<file path="config.mk">
export PLATFORM = sky130hd
export DESIGN_NAME = script_push_tokenizer_core
export DESIGN_NICKNAME = d
export VERILOG_FILES = /design/src/design/spt_pkg.sv /design/src/design/spt_fifo.sv /design/src/design/spt_front.sv /design/src/design/spt_back.sv /design/src/design/script_push_tokenizer_core.sv
export SDC_FILE = /design/constraint.sdc
export NUM_CORES = 1
export LEC_CHECK = 0
export BUFFER_PORTS_ARGS = -buffer_cell sky130_fd_sc_hd__buf_2
export CORE_AREA = 4 4 172 174
export DETAILED_ROUTE_END_ITERATION = 8
export DIE_AREA = 0 0 176 178
export GPL_TIMING_DRIVEN = 0
export HOLD_SLACK_MARGIN = 0.1
export PLACE_DENSITY = 0.67
export SLEW_MARGIN = 20
export SYNTH_ARGS = -nofsm -noshare
export SYNTH_HDL_FRONTEND = slang
export SYNTH_SLANG_ARGS = --single-unit
</file>
<file path="constraint.sdc">
create_clock -name clock -period 13.65 [get_ports clock]
set_clock_uncertainty 0.15 [all_clocks]
set_input_delay 2.73 -clock clock [delete_from_list [all_inputs] [get_ports clock]]
set_output_delay 2.73 -clock clock [all_outputs]
set_load 0.02 [all_outputs]
</file>
<file path="src/design/spt_pkg.sv">
`timescale 1ns / 1ps
// ----------------------------------------------------------------------------
// spt_pkg
// Shared types and codes for the script push tokenizer: transfer records,
// byte classes, parse modes, token kinds and error codes.
// ----------------------------------------------------------------------------
package spt_pkg;

   // default bound on a script's length and depth of the internal queues
   localparam logic [31:0] SPT_MAX_SCRIPT_LEN = 32'd65535;
   localparam int          SPT_QUEUE_DEPTH    = 2;

   // token kinds
   localparam logic [2:0] KIND_OPCODE  = 3'd0;
   localparam logic [2:0] KIND_HEADER  = 3'd1;
   localparam logic [2:0] KIND_DATA    = 3'd2;
   localparam logic [2:0] KIND_ERROR   = 3'd3;
   localparam logic [2:0] KIND_IGNORED = 3'd4;

   // error codes
   localparam logic [1:0] ERR_NONE       = 2'd0;
   localparam logic [1:0] ERR_SIZE_TRUNC = 2'd1;
   localparam logic [1:0] ERR_OVERRUN    = 2'd2;

   // push opcodes
   localparam logic [7:0] OP_DIRECT_MIN = 8'h01;
   localparam logic [7:0] OP_DIRECT_MAX = 8'h4b;
   localparam logic [7:0] OP_PUSH_LEN8  = 8'h4c;
   localparam logic [7:0] OP_PUSH_LEN16 = 8'h4d;
   localparam logic [7:0] OP_PUSH_LEN32 = 8'h4e;

   typedef enum logic [1:0] {
      CLS_OPCODE,
      CLS_DIRECT,
      CLS_PUSHDATA
   } spt_class_type;

   typedef enum logic [1:0] {
      MODE_OPCODE,
      MODE_SIZE,
      MODE_DATA,
      MODE_ABORT
   } spt_mode_type;

   typedef struct packed {
      logic [7:0]  script_byte;
      logic        first_of_script;
      logic [15:0] script_length;
   } spt_req_type;

   typedef struct packed {
      logic [2:0]  token_kind;
      logic [7:0]  byte_value;
      logic [31:0] push_size;
      logic        size_known;
      logic        last_of_push;
      logic [1:0]  error_code;
   } spt_rsp_type;

   // classified byte as it travels from the front to the back
   typedef struct packed {
      logic [7:0]    script_byte;
      logic          first_of_script;
      logic [15:0]   script_length;
      spt_class_type byte_class;
      logic [2:0]    field_bytes;
   } spt_item_type;

endpackage

</file>
<file path="src/design/spt_fifo.sv">
`timescale 1ns / 1ps
// ----------------------------------------------------------------------------
// spt_fifo
// Small register queue with full and empty flags decoded from a registered count.
// ----------------------------------------------------------------------------
module spt_fifo
   import spt_pkg::*;
#(
   parameter int WIDTH = 1,
   parameter int DEPTH = SPT_QUEUE_DEPTH
) (
   input  logic             clock,
   input  logic             reset,
   input  logic             push,
   input  logic [WIDTH-1:0] wr_data,
   output logic             full,
   input  logic             pop,
   output logic [WIDTH-1:0] rd_data,
   output logic             empty
);

   localparam int PTR_W = (DEPTH > 1) ? $clog2(DEPTH) : 1;
   localparam int CNT_W = $clog2(DEPTH + 1);
   localparam logic [PTR_W-1:0] PTR_LAST = PTR_W'(DEPTH - 1);
   localparam logic [CNT_W-1:0] CNT_FULL = CNT_W'(DEPTH);

   logic [WIDTH-1:0] slots_ff [DEPTH];
   logic [PTR_W-1:0] wr_ptr_ff, wr_ptr_in;
   logic [PTR_W-1:0] rd_ptr_ff, rd_ptr_in;
   logic [CNT_W-1:0] count_ff, count_in;
   logic             do_push, do_pop;

   // transfer qualification
   assign full    = (count_ff == CNT_FULL);
   assign empty   = (count_ff == '0);
   assign do_push = push && !full;
   assign do_pop  = pop && !empty;
   assign rd_data = slots_ff[rd_ptr_ff];

   // pointer and count update
   always_comb begin
      wr_ptr_in = wr_ptr_ff;
      rd_ptr_in = rd_ptr_ff;
      count_in  = count_ff;
      if (do_push) begin
         wr_ptr_in = (wr_ptr_ff == PTR_LAST) ? '0 : wr_ptr_ff + PTR_W'(1);
      end
      if (do_pop) begin
         rd_ptr_in = (rd_ptr_ff == PTR_LAST) ? '0 : rd_ptr_ff + PTR_W'(1);
      end
      if (do_push && !do_pop) begin
         count_in = count_ff + CNT_W'(1);
      end else if (do_pop && !do_push) begin
         count_in = count_ff - CNT_W'(1);
      end
   end

   always_ff @(posedge clock) begin
      if (reset) begin
         wr_ptr_ff <= '0;
         rd_ptr_ff <= '0;
         count_ff  <= '0;
      end else begin
         wr_ptr_ff <= wr_ptr_in;
         rd_ptr_ff <= rd_ptr_in;
         count_ff  <= count_in;
      end
   end

   // slot storage
   always_ff @(posedge clock) begin
      if (do_push) begin
         slots_ff[wr_ptr_ff] <= wr_data;
      end
   end

endmodule

</file>
<file path="src/design/spt_front.sv">
`timescale 1ns / 1ps
// ----------------------------------------------------------------------------
// spt_front
// Accepts script bytes, normalizes the script length, classifies each byte
// as opcode, direct push or pushdata header and queues it for the back end.
// ----------------------------------------------------------------------------
module spt_front
   import spt_pkg::*;
#(
   parameter logic [31:0] MAX_SCRIPT_LEN = SPT_MAX_SCRIPT_LEN,
   parameter int          QUEUE_DEPTH    = SPT_QUEUE_DEPTH
) (
   input  logic         clock,
   input  logic         reset,
   input  logic         req_push,
   output logic         req_full,
   input  spt_req_type  req_data,
   output logic         item_valid,
   input  logic         item_pop,
   output spt_item_type item
);

   // length cap as seen by a 16-bit length field
   localparam logic [15:0] LEN_CAP =
      (MAX_SCRIPT_LEN > 32'd65535) ? 16'hffff : MAX_SCRIPT_LEN[15:0];

   spt_item_type                        item_new;
   logic [$bits(spt_item_type)-1:0]     item_bits;
   logic                                item_empty;

   // length normalization and byte classification
   always_comb begin
      item_new.script_byte     = req_data.script_byte;
      item_new.first_of_script = req_data.first_of_script;
      item_new.script_length   = req_data.script_length;
      item_new.byte_class      = CLS_OPCODE;
      item_new.field_bytes     = 3'd0;
      if (req_data.script_length == 16'd0) begin
         item_new.script_length = 16'd1;
      end else if (req_data.script_length > LEN_CAP) begin
         item_new.script_length = LEN_CAP;
      end
      if (req_data.script_byte >= OP_DIRECT_MIN && req_data.script_byte <= OP_DIRECT_MAX) begin
         item_new.byte_class = CLS_DIRECT;
      end else if (req_data.script_byte == OP_PUSH_LEN8) begin
         item_new.byte_class  = CLS_PUSHDATA;
         item_new.field_bytes = 3'd1;
      end else if (req_data.script_byte == OP_PUSH_LEN16) begin
         item_new.byte_class  = CLS_PUSHDATA;
         item_new.field_bytes = 3'd2;
      end else if (req_data.script_byte == OP_PUSH_LEN32) begin
         item_new.byte_class  = CLS_PUSHDATA;
         item_new.field_bytes = 3'd4;
      end
   end

   // queue toward the parser
   spt_fifo #(
      .WIDTH ($bits(spt_item_type)),
      .DEPTH (QUEUE_DEPTH)
   ) u_item_queue (
      .clock   (clock),
      .reset   (reset),
      .push    (req_push),
      .wr_data (item_new),
      .full    (req_full),
      .pop     (item_pop),
      .rd_data (item_bits),
      .empty   (item_empty)
   );

   assign item_valid = !item_empty;
   assign item       = spt_item_type'(item_bits);

endmodule

</file>
<file path="src/design/spt_back.sv">
`timescale 1ns / 1ps
// ----------------------------------------------------------------------------
// spt_back
// Parse state machine: tracks script and push byte counts, assembles
// pushdata size fields, labels each byte and queues the result.
// ----------------------------------------------------------------------------
module spt_back
   import spt_pkg::*;
#(
   parameter int QUEUE_DEPTH = SPT_QUEUE_DEPTH
) (
   input  logic         clock,
   input  logic         reset,
   input  logic         item_valid,
   input  spt_item_type item,
   output logic         item_pop,
   output logic         rsp_empty,
   input  logic         rsp_pop,
   output spt_rsp_type  rsp_data
);

   spt_mode_type mode_ff, mode_in, cur_mode;
   logic [15:0]  bytes_left_ff, bytes_left_in, cur_bytes_left, rem;
   logic [2:0]   size_left_ff, size_left_in, cur_size_left, size_left_dec;
   logic [31:0]  acc_ff, acc_in, cur_acc, acc_merged;
   logic [1:0]   idx_ff, idx_in, cur_idx;
   logic [31:0]  data_left_ff, data_left_in, cur_data_left, data_dec;
   logic         take, out_full;
   logic         direct_over, field_over, size_over, size_done, data_done;
   logic [7:0]   b;
   spt_rsp_type  rsp_new;
   logic [$bits(spt_rsp_type)-1:0] rsp_bits;

   assign take     = item_valid && !out_full;
   assign item_pop = take;
   assign b        = item.script_byte;

   // state as seen by this byte: a first byte restarts the parse
   always_comb begin
      if (item.first_of_script) begin
         cur_bytes_left = item.script_length;
         cur_mode       = MODE_OPCODE;
         cur_size_left  = 3'd0;
         cur_acc        = 32'd0;
         cur_idx        = 2'd0;
         cur_data_left  = 32'd0;
      end else begin
         cur_bytes_left = bytes_left_ff;
         cur_mode       = mode_ff;
         cur_size_left  = size_left_ff;
         cur_acc        = acc_ff;
         cur_idx        = idx_ff;
         cur_data_left  = data_left_ff;
      end
   end

   // shared counts and bounds checks
   always_comb begin
      rem           = cur_bytes_left - 16'd1;
      direct_over   = {8'd0, b} > rem;
      field_over    = {13'd0, item.field_bytes} > rem;
      size_left_dec = (cur_size_left != 3'd0) ? cur_size_left - 3'd1 : 3'd0;
      size_done     = (size_left_dec == 3'd0);
      data_dec      = (cur_data_left != 32'd0) ? cur_data_left - 32'd1 : 32'd0;
      data_done     = (data_dec == 32'd0);
      case (cur_idx)
         2'd0:    acc_merged = cur_acc | {24'd0, b};
         2'd1:    acc_merged = cur_acc | {16'd0, b, 8'd0};
         2'd2:    acc_merged = cur_acc | {8'd0, b, 16'd0};
         default: acc_merged = cur_acc | {b, 24'd0};
      endcase
      size_over = acc_merged > {16'd0, rem};
   end

   // next state
   always_comb begin
      bytes_left_in = cur_bytes_left;
      mode_in       = cur_mode;
      size_left_in  = cur_size_left;
      acc_in        = cur_acc;
      idx_in        = cur_idx;
      data_left_in  = cur_data_left;
      if (cur_bytes_left != 16'd0) begin
         bytes_left_in = rem;
         unique case (cur_mode)
            MODE_OPCODE: begin
               if (item.byte_class == CLS_DIRECT) begin
                  if (direct_over) begin
                     mode_in = MODE_ABORT;
                  end else begin
                     data_left_in = {24'd0, b};
                     mode_in      = MODE_DATA;
                  end
               end else if (item.byte_class == CLS_PUSHDATA) begin
                  if (field_over) begin
                     mode_in = MODE_ABORT;
                  end else begin
                     size_left_in = item.field_bytes;
                     acc_in       = 32'd0;
                     idx_in       = 2'd0;
                     mode_in      = MODE_SIZE;
                  end
               end
            end
            MODE_SIZE: begin
               acc_in       = acc_merged;
               idx_in       = cur_idx + 2'd1;
               size_left_in = size_left_dec;
               if (size_done) begin
                  if (size_over) begin
                     mode_in = MODE_ABORT;
                  end else if (acc_merged == 32'd0) begin
                     mode_in = MODE_OPCODE;
                  end else begin
                     data_left_in = acc_merged;
                     mode_in      = MODE_DATA;
                  end
               end
            end
            MODE_DATA: begin
               data_left_in = data_dec;
               if (data_done) begin
                  mode_in = MODE_OPCODE;
               end
            end
            MODE_ABORT: begin
               mode_in = MODE_ABORT;
            end
            default: begin
               mode_in = MODE_ABORT;
            end
         endcase
      end
   end

   // result labeling
   always_comb begin
      rsp_new.token_kind   = KIND_IGNORED;
      rsp_new.byte_value   = b;
      rsp_new.push_size    = 32'd0;
      rsp_new.size_known   = 1'b0;
      rsp_new.last_of_push = 1'b0;
      rsp_new.error_code   = ERR_NONE;
      if (cur_bytes_left != 16'd0) begin
         unique case (cur_mode)
            MODE_OPCODE: begin
               if (item.byte_class == CLS_DIRECT) begin
                  rsp_new.size_known = 1'b1;
                  rsp_new.push_size  = {24'd0, b};
                  if (direct_over) begin
                     rsp_new.token_kind = KIND_ERROR;
                     rsp_new.error_code = ERR_OVERRUN;
                  end else begin
                     rsp_new.token_kind = KIND_HEADER;
                  end
               end else if (item.byte_class == CLS_PUSHDATA) begin
                  if (field_over) begin
                     rsp_new.token_kind = KIND_ERROR;
                     rsp_new.error_code = ERR_SIZE_TRUNC;
                  end else begin
                     rsp_new.token_kind = KIND_HEADER;
                  end
               end else begin
                  rsp_new.token_kind = KIND_OPCODE;
               end
            end
            MODE_SIZE: begin
               rsp_new.token_kind = KIND_HEADER;
               if (size_done) begin
                  rsp_new.size_known = 1'b1;
                  rsp_new.push_size  = acc_merged;
                  if (size_over) begin
                     rsp_new.token_kind = KIND_ERROR;
                     rsp_new.error_code = ERR_OVERRUN;
                  end else if (acc_merged == 32'd0) begin
                     rsp_new.last_of_push = 1'b1;
                  end
               end
            end
            MODE_DATA: begin
               rsp_new.token_kind   = KIND_DATA;
               rsp_new.last_of_push = data_done;
            end
            MODE_ABORT: begin
               rsp_new.token_kind = KIND_IGNORED;
            end
            default: begin
               rsp_new.token_kind = KIND_IGNORED;
            end
         endcase
      end
   end

   // parse state registers
   always_ff @(posedge clock) begin
      if (reset) begin
         mode_ff       <= MODE_OPCODE;
         bytes_left_ff <= '0;
         size_left_ff  <= '0;
         acc_ff        <= '0;
         idx_ff        <= '0;
         data_left_ff  <= '0;
      end else if (take) begin
         mode_ff       <= mode_in;
         bytes_left_ff <= bytes_left_in;
         size_left_ff  <= size_left_in;
         acc_ff        <= acc_in;
         idx_ff        <= idx_in;
         data_left_ff  <= data_left_in;
      end
   end

   // result queue
   spt_fifo #(
      .WIDTH ($bits(spt_rsp_type)),
      .DEPTH (QUEUE_DEPTH)
   ) u_rsp_queue (
      .clock   (clock),
      .reset   (reset),
      .push    (take),
      .wr_data (rsp_new),
      .full    (out_full),
      .pop     (rsp_pop),
      .rd_data (rsp_bits),
      .empty   (rsp_empty)
   );

   assign rsp_data = spt_rsp_type'(rsp_bits);

   // size field mode always has bytes still to come
   a_size_left_live: assert property (@(posedge clock) disable iff (reset)
      mode_ff == MODE_SIZE |-> size_left_ff != 3'd0)
      else $error("size field mode with no size bytes left");

   // data mode always has data still to come
   a_data_left_live: assert property (@(posedge clock) disable iff (reset)
      mode_ff == MODE_DATA |-> data_left_ff != 32'd0)
      else $error("data mode with no data bytes left");

   // an accepted push never reaches past the end of its script
   a_data_fits: assert property (@(posedge clock) disable iff (reset)
      mode_ff == MODE_DATA |-> data_left_ff <= {16'd0, bytes_left_ff})
      else $error("push data runs past the script");

   // the final data byte of a push returns the parser to opcodes
   a_push_ends: assert property (@(posedge clock) disable iff (reset)
      take && !item.first_of_script && mode_ff == MODE_DATA &&
      data_left_ff == 32'd1 && bytes_left_ff != 16'd0 |=> mode_ff == MODE_OPCODE)
      else $error("parser did not leave data mode after last push byte");

endmodule

</file>
<file path="src/design/script_push_tokenizer_core.sv">
`timescale 1ns / 1ps
// ----------------------------------------------------------------------------
// script_push_tokenizer_core
// Labels each byte of a script as opcode, push header, push data, error or
// ignored, and reports declared push sizes.
//
// Path: a byte transferred in is held in the classify queue, then parsed
// into the result queue. Throughput: one byte per cycle while neither queue
// is full, with the parse state updated once per accepted byte.
// Reset: synchronous; clears both queues and the parse state to opcode mode
// with no bytes left in the script.
// ----------------------------------------------------------------------------
module script_push_tokenizer_core
   import spt_pkg::*;
#(
   parameter logic [31:0] MAX_SCRIPT_LEN = SPT_MAX_SCRIPT_LEN,
   parameter int          QUEUE_DEPTH    = SPT_QUEUE_DEPTH
) (
   input  logic        clock,
   input  logic        reset,
   input  logic        push,
   output logic        full,
   input  spt_req_type req_data,
   output logic        empty,
   input  logic        pop,
   output spt_rsp_type rsp_data
);

   spt_item_type item;
   logic         item_valid;
   logic         item_pop;

   // classification front end
   spt_front #(
      .MAX_SCRIPT_LEN (MAX_SCRIPT_LEN),
      .QUEUE_DEPTH    (QUEUE_DEPTH)
   ) u_front (
      .clock      (clock),
      .reset      (reset),
      .req_push   (push),
      .req_full   (full),
      .req_data   (req_data),
      .item_valid (item_valid),
      .item_pop   (item_pop),
      .item       (item)
   );

   // parse back end
   spt_back #(
      .QUEUE_DEPTH (QUEUE_DEPTH)
   ) u_back (
      .clock      (clock),
      .reset      (reset),
      .item_valid (item_valid),
      .item       (item),
      .item_pop   (item_pop),
      .rsp_empty  (empty),
      .rsp_pop    (pop),
      .rsp_data   (rsp_data)
   );

endmodule

</file>
* Word level (Yosys, flattened, before mapping)
Memory sizes are Yosys's and may differ from the RTL's. A register that Yosys moved wholly into a read port is not among the register bits. Cells that the tools add are included.
Word-level totals: flip-flop bits (word level) 95, bits in writable memories 154, word-level logic and storage cells 165, memories kept 2
Memories:
- u_back.u_rsp_queue.slots_ff | words 2, width 47, rd ports 1, clocked after memory_dff 1, wr ports 1, RTL line spt_fifo.sv:27 | logic [WIDTH-1:0] slots_ff [DEPTH];
- u_front.u_item_queue.slots_ff | words 2, width 30, rd ports 1, clocked after memory_dff 1, wr ports 1, RTL line spt_fifo.sv:27
Cells by class: add/subtract/negate cells 12, order comparisons 6, equality and inequality tests 12, muxes and demuxes 86, bitwise gates (word level) 4, reductions and logical operators 31
Operator list (number):
- two-way mux 32 bit | 13
- case mux 32 bit (3 select lines) | 2
- two-way mux 36 bit | 2
- case mux 33 bit (2 select lines) | 1
- zero test 32 bit | 2
- two-way mux 16 bit | 4
- case mux 32 bit (2 select lines) | 1
- two-way mux 2 bit | 26
- two-way mux 3 bit | 11
- > comparator 32 x 16 -> 1 bit | 1
- OR 32 x 16 -> 32 bit | 1
- OR 32 x 24 -> 32 bit | 1
- OR 32 bit | 1
- OR 32 x 8 -> 32 bit | 1
- nonzero test 32 bit | 1
- subtractor 32 x 1 -> 32 bit (second input constant) | 1
- equality test 8 x 7 -> 1 bit (second input constant) | 3
- > comparator 16 bit (second input constant) | 1
- > comparator 3 x 16 -> 1 bit | 1
- > comparator 8 x 16 -> 1 bit | 1
- zero test 16 bit | 1
- two-way mux 1 bit | 16
- nonzero test 16 bit | 1
- subtractor 16 x 1 -> 16 bit (second input constant) | 1
- 21 further kinds | 57

* Longest topological paths before layout
Gate-level depths: netlist of run 1.
depth after elaboration 9, mapped depth 22

* By module
Synthesis of run 1 repeated with hierarchy kept, for this count alone.
Second synthesis, totals: cells, all modules 1311, area total of the unflattened synthesis 13500.4 um2
By module, submodules not included:
- spt_back | times used 1, cells each 990, area each 7342.0 um2
- spt_fifo at u_back.u_rsp_queue | times used 1, cells each 171, area each 3613.5 um2
- spt_fifo at u_front.u_item_queue | times used 1, cells each 118, area each 2372.3 um2
- spt_front | times used 1, cells each 32, area each 172.7 um2

* Worst setup path before layout of run 1
OpenSTA, ideal clock, no wires.
kind flip-flop to flip-flop, start point reg with a tool-made name, end point reg u_back.data_left_ff[11], setup time 0.117 ns, arrival time 4.675 ns, data required time 13.383 ns, path slack 8.708 ns, cell stages (with the launch flop) 22, path through dfxtp_1 buf_6 buf_2 buf_2 mux2_2 clkbuf_1 clkbuf_1 clkbuf_1 clkbuf_1 buf_1 nor2_1 ha_1 nand4_1 nor2_1 o21ai_0 a21oi_1 o31ai_1 nand3_1 a31o_2 a21o_1 buf_2 a22o_1
RTL lines:
- end signal, assigned | RTL line spt_back.sv:209 | data_left_ff <= data_left_in;
- end, declared | RTL line spt_back.sv:27 | logic [31:0] data_left_ff, data_left_in, cur_data_left, data_dec;

==> metrics.txt, run 1 <==
Final min period 8110 ps; crit path DAT 8410 ps; TritonRoute pass-1 iters 5; Pleak 5.80 nW; cells after synthesis 1,371; ys async rst share 0%; RSZ-0062 raised after global routing no; Seq cells post-synth 251; Clock Tree Root clkbuf_16; Final Power 3.78 mW; largest net degree at the start of global routing 48; DR iter-0 viols 1,065; combinational power share 51.5%; Port-buffer cells 77; clock latency at the later pin of the worst-skew pair 570 ps; post-DP HPWL 31.3 mm; GRT Residual Overflow 0; crit path cell chain buf_6 -> buf_2 -> buf_2 -> mux2_2 -> clkbuf_1 -> clkbuf_1 -> clkbuf_1 -> clkbuf_1 -> buf_1 -> nor2_1 -> ha_1 -> nand4_1 -> nor2_1 -> o21ai_0 -> a21oi_1 -> o31ai_1 -> nand3_1 -> a31o_2 -> a21o_1 -> buf_2 -> a22o_1; CTS Hold Bufs 0; Nets 1,549; fraction of layout cells with a size suffix above 1 15.7%; Starting Density 49.7%; Area growth syn-to-layout 13.7%; vias per cell 6.32; Setup Viol. Count Final 0; crit path capture type flip-flop; CP max-delay cell o31ai_1; Avg WL per Cell 22.7 µm; Max Clock Freq 123 MHz; via count 11,900; relative slew slack 26.6%; Int Pwr 2.11 mW; xor and xnor area share after synthesis 2.00%; Post-Syn Nets 1,439; Cell Rows 61; Post-synth EDFFs 154; CP startpoint kind flip-flop; synthesized area 0.0138 mm²; Crit path largest cell delay 890 ps; diode count 0; die area 0.0313 mm²; Top FF cell, synth edfxtp_1; HP Class flip-flop to flip-flop; TritonCTS buffer count 26; max-cap check violation count 0; worst slack at placement 5850 ps; maximum root-to-sink buffer count 3; vias in the first global route 11,300; main combinational cell family by area after synthesis compound AO/OA/AOI/OAI gates; initial antenna violation count 1; Seq/Total Area, Yosys 47.6%; Sinks on Clock Net 251; first-pass GRT wire length 65.7 mm; fill count 2,499; Setup CP Type flip-flop to flip-flop; most frequent CP cell clkbuf_1; die height 178 µm; Net Switching 1.67 mW; Avg Cell Area, Syn 10.1 µm²; slew at the pin closest to its max-slew limit 1090 ps; Core ar. 0.0278 mm²; sequential share of power 28.7%; Synth Area in Simple Gates 17.1%; GRT Util Overall 26.7%; Setup WS post-layout 5540 ps; Post-DRT Antenna Nets 0; TNS Setup 0 ps; TritonCTS clock tree built; compound-cell area share of the yosys netlist 20.0%; Worst Path Max Fanout 10; Syn. warnings 0; Net Sw Frac 44.1%; Slew Viols, Final 0; final hold violations 0; outcome completed; post-synthesis mux area share 5.88%; number of gates resized after CTS 0; H-tree depth 1; GPL Wtd Cong 1.01; clock slew at reported path FFs 70 ps; die width 176 µm; drt total wl 42.7 mm; maximum vdd ir drop 0.156 mV; Post-CTS Setup Bufs 0; pwr dens 241 mW/mm²; IO Count 78; period utilization 59.4%; DRC Markers 0; Synth cell types 91; Worst Path Required 13,950 ps; clock network power share 19.8%; adder-cell share of the synthesized area 3.53%
-- path summary, 6_finish.rpt --
path	from	endpoint	slack, ps	cells past startpoint
worst max-delay path	flip-flop	u_back.data_left_ff[13]	5540	21
worst min-delay path	u_back.mode_ff[0]	u_back.mode_ff[0]	330	2
worst max register to register	flip-flop	u_back.data_left_ff[13]	5540	21
worst min register to register	u_back.mode_ff[0]	u_back.mode_ff[0]	330	2
-- state kept, by name, indices dropped and copies added, names as in the netlist, named ones only --
register / cells
u_back.u_rsp_queue.slots_ff: 94
u_front.u_item_queue.slots_ff: 60
u_back.acc_ff: 32
u_back.data_left_ff: 32
u_back.bytes_left_ff: 16
u_back.size_left_ff: 3
u_back.idx_ff: 2
u_back.mode_ff: 2
u_back.u_rsp_queue.count_ff: 2
u_front.u_item_queue.count_ff: 2
u_back.u_rsp_queue.rd_ptr_ff: 1
u_back.u_rsp_queue.wr_ptr_ff: 1
u_front.u_item_queue.rd_ptr_ff: 1
u_front.u_item_queue.wr_ptr_ff: 1
-- layout by cell type (no fill, tap or decap), drive strengths merged, types with 24 or more instances in the layout --
cell type	count
inv	42
nand2	88
ha	39
nor3	60
nand3	42
nor4	26
a221oi	24
buf	104
edfxtp	154
nor2	149
mux2	55
o21ai	83
clkbuf	104
a22o	26
dfxtp	97
a21oi	95
-- cell families after synthesis --
group	count (synthesis)
AO/OA/AOI/OAI	377
flip-flops	251
AND/OR/NAND/NOR	468
buffers and inverters	134
multiplexers	73
XOR/XNOR	29
adder cells (fa/ha/maj)	39
-- cell type report --
type / instances / area (µm²) / share of cell area [%]
Multi-Input combinational cell: 986 / 6720 / 42.8
Inverter: 43 / 161 / 1.03
Clock buffer: 35 / 736 / 4.69
Sequential cell: 251 / 6570 / 41.8
Buffer: 91 / 382 / 2.43
Timing Repair Buffer: 82 / 485 / 3.09
Tap cell: 378 / 473 / 3.01
Clock inverter: 13 / 170 / 1.08
-- through the flow --
step	std cells	hold WS, ps	util (%)	cell area (µm²)
2_1_floorplan	1371	293	-	13800
3_3_place_gp	1826	310	52.8	14700
3_5_place_dp	1831	310	53.2	14800
4_1_cts	1879	326	56.5	15700
5_1_grt	1879	353	56.5	15700
6_report	1879	330	56.5	15700
-- synth_stat cells (26+ instances only) --
cell      instances  area share (%)
a21oi_1          94             3.4
a22o_1           26             1.6
clkbuf_1         69             1.9
dfxtp_1          97              14
edfxtp_1        154              33
ha_1             39             3.5
inv_1            41             1.1
mux2_2           54             4.4
nand2_1          88             2.4
nand3_1          40             1.5
nor2_1          149             4.1
nor3_1           59             2.1
o21ai_0          75             2.7
-- critical path: cells and delay by family (launching register included) --
family	cells	cell delay [ps]
AO/OA/AOI/OAI	6	1860
buffers and inverters	9	4010
flip-flops	1	330
adder cells (fa/ha/maj)	1	340
AND/OR/NAND/NOR	4	880
multiplexers	1	370
-- power by group through the flow --
stage	Combinational (mW)	Clock (mW)	Sequential [mW]
2_1_floorplan	1.34	0	1.08
3_3_place_gp	1.86	0	1.10
3_5_place_dp	1.91	0	1.10
4_1_cts	1.92	0.755	1.09
5_1_grt	2.10	0.791	1.10
6_report	1.95	0.749	1.09
-- layer usage --
metal	share of wire (%)	up-vias	global-route usage, %
met1	41	5723	35.7
met5	0.023	-	0
met2	45	573	42.5
met3	9.7	126	6.23
met4	3.9	2	10.4
li1	-	5444	-
No activity file was read; power rests on OpenSTA's default activity.
==> run 2, diff against run 1 <==
==> constraint.sdc (replaced) <==
create_clock -name clock -period 7.86 [get_ports clock]
set_clock_uncertainty 0.15 [all_clocks]
set_input_delay 1.572 -clock clock [delete_from_list [all_inputs] [get_ports clock]]
set_output_delay 1.572 -clock clock [all_outputs]
set_load 0.02 [all_outputs]
==> run 2 against run 1 <==
Against the previous run: combinational power grew 73%; register-to-register slack got worse by 5200 ps; sequential share of layout area is essentially flat; cell count is the same; fmax is 7.3% higher; critical path depth shrank 1; sequential power up 73%; largest power group unchanged; worst setup slack got worse by 5200 ps; wire length grew 0.20%.
==> metrics.txt, run 2 (synthesis results as in run 1) <==
outcome completed; r2r endpoint u_back.data_left_ff[13]; hold path start u_back.mode_ff[0]; final hold slack 330 ps (-0.294 ps); Final Util 56.5% (about the same); post-DP HPWL 31.3 mm (unchanged); max-cap check violation count 0 (unchanged); placed cell count 1,831 (unchanged); pwr dens 418 mW/mm² (+74%); Slew Viols, Final 0 (unchanged); die area 0.0313 mm² (unchanged); Port-buffer cells 77 (unchanged); initial antenna violation count 1 (unchanged); fill count 2,500 (+0.040%); die height 178 µm (unchanged); Worst Path Max Fanout 10 (unchanged); GPL Wtd Cong 1.01 (unchanged); clock slew at reported path FFs 70 ps (about the same); RSZ-0062 raised after global routing no; via count 11,900 (+0.43%); GRT Util Overall 26.7% (unchanged); max reg flops 94 (unchanged); crit path capture type flip-flop; Regs by FF count u_back.u_rsp_queue.slots_ff: 94 flops, u_front.u_item_queue.slots_ff: 60 flops; Post-CTS Setup Bufs 0 (unchanged); Setup CP Type flip-flop to flip-flop; Setup Viol. Count Final 0 (unchanged); flop-to-flop setup slack 300 ps (-5240 ps); HP Class flip-flop to flip-flop; final hold violations 0 (unchanged); Net Switching 2.90 mW (+74%); TritonCTS buffer count 26 (unchanged); DR iter-0 viols 1,119 (+5.1%); Worst Path Required 8160 ps (-5790 ps); DRC Markers 0 (unchanged); sequential share of power 28.7% (about the same); largest net degree at the start of global routing 48 (unchanged); worst hold endpoint u_back.mode_ff[0]; clock latency at the later pin of the worst-skew pair 570 ps (about the same); period utilization 96.1% (+37 points); leading cell type in the layout, fill and taps excluded edfxtp_1; Area growth syn-to-layout 13.7% (about the same); worst flop-to-flop path startpoint u_front.u_item_queue.slots_ff[1][21]; TritonCTS clock tree built; Post-DRT Antenna Nets 0 (unchanged); combinational power share 51.5% (about the same); Largest Register u_back.u_rsp_queue.slots_ff; GRT Residual Overflow 0 (unchanged); Worst Hold Depth 2 (unchanged); Net Sw Frac 44.2% (about the same); die width 176 µm (unchanged); Max Clock Freq 132 MHz (+7.3%); Clock Tree Root clkbuf_16; Starting Density 49.7% (unchanged); slew at the pin closest to its max-slew limit 1020 ps (-68.2 ps); diode count 0 (unchanged); vias per cell 6.34 (+0.43%); Reg2Reg Depth 20 (-4.8%); crit path DAT 7850 ps (-560 ps); fraction of layout cells with a size suffix above 1 15.9% (+0.13 points); Pleak 5.80 nW (about the same); commonest cells after routing, fill and taps aside 154 x edfxtp_1, 147 x nor2_1, 97 x dfxtp_1, 94 x a21oi_1, 88 x nand2_1; vias in the first global route 11,300 (unchanged); Sinks on Clock Net 251 (unchanged); IO Count 78 (unchanged); TritonRoute pass-1 iters 5 (unchanged); H-tree depth 1 (unchanged); Int Pwr 3.67 mW (+74%); maximum vdd ir drop 0.270 mV (+73%); Final min period 7560 ps (-554 ps); CP startpoint kind flip-flop; Cell Rows 61 (unchanged); maximum root-to-sink buffer count 3 (unchanged); Core ar. 0.0278 mm² (unchanged); Nets 1,549 (unchanged); final cell count without fillers 1,879 (unchanged); relative slew slack 31.6% (+5.0 points); drt total wl 42.7 mm (+0.20%); Avg WL per Cell 22.7 µm (+0.20%); TNS Setup 0 ps (unchanged); first-pass GRT wire length 65.7 mm (unchanged); clock network power share 19.8% (about the same)
==> run 2: cell counts in the layout (fill, tap and decap cells not counted) <==
Identical to the previous run, type by type.
==> run 2: worst max-delay path: stages, from the launching register on <==
cell and delay (ps):
edfxtp_1 530, mux2i_4 290, buf_6 260, buf_6 200, clkbuf_1 680, clkbuf_1 490, buf_1 690, clkbuf_1 690
o21ai_0 600, inv_1 240, ha_1 260, nand2_1 60, nor2_1 50, o21ai_0 60, a21oi_1 80, o31ai_2 600
nand3_1 470, a31o_2 380, a21o_1 170, buf_2 210, a22o_1 260
==> run 2: metrics by stage <==
step / setup slack [ps] / cell area (µm²) / power (mW)
3_3_place_gp: 18.8 / 14700 / 5.15
5_1_grt: 85.1 / 15700 / 6.94
6_report: 305 / 15700 / 6.57
3_5_place_dp: 56.2 / 14800 / 5.22
2_1_floorplan: 2920 / 13800 / 4.21
4_1_cts: 43.1 / 15700 / 6.53
==> run 2: power by group through the flow <==
| stage | logic [mW] | registers [mW] | clock network [mW] |
|---|---|---|---|
| global route | 3.66 | 1.91 | 1.37 |
| global placement | 3.23 | 1.92 | 0 |
| finish | 3.38 | 1.89 | 1.30 |
| CTS | 3.33 | 1.89 | 1.31 |
| floorplan | 2.32 | 1.88 | 0 |
| detailed placement | 3.31 | 1.91 | 0 |
==> run 2: cell type report <==
class	count	area, µm²	share of cell area, %
tap	378	473	3.01
clock buffer	35	736	4.69
buffer	91	383	2.44
inverter	43	161	1.03
multi-input combinational	986	6730	42.8
timing repair buffer	82	485	3.09
sequential	251	6570	41.8
clock inverter	13	170	1.08
==> run 2: worst max-delay path by stage <==
stage,slack [ps],end,startpoint,cells after the start
after global routing,90,u_back.data_left_ff[4],u_front.u_item_queue.slots_ff[0][21],22
after CTS,40,u_back.data_left_ff[14],flip-flop,21
final,300,u_back.data_left_ff[13],u_front.u_item_queue.slots_ff[1][21],20
after global placement,20,u_back.data_left_ff[14],flip-flop,21
after floorplan,2920,u_back.data_left_ff[11],flip-flop,21
after detailed placement,60,u_back.data_left_ff[14],flip-flop,21
==> run 2: repair_timing <==
action                                  CTS  global route
endpoints found under the setup margin    0            32
hold buffers                              0             0
resized for setup                         0             3
==> run 2: routing by layer <==
metal  vias up  track usage (%)  wire length [µm]
met5         -                0                10
met4         2             10.4              1820
met3       140             6.23              4160
met2       597             42.5             19200
met1      5738             35.7             17600
li1       5442                -                 -
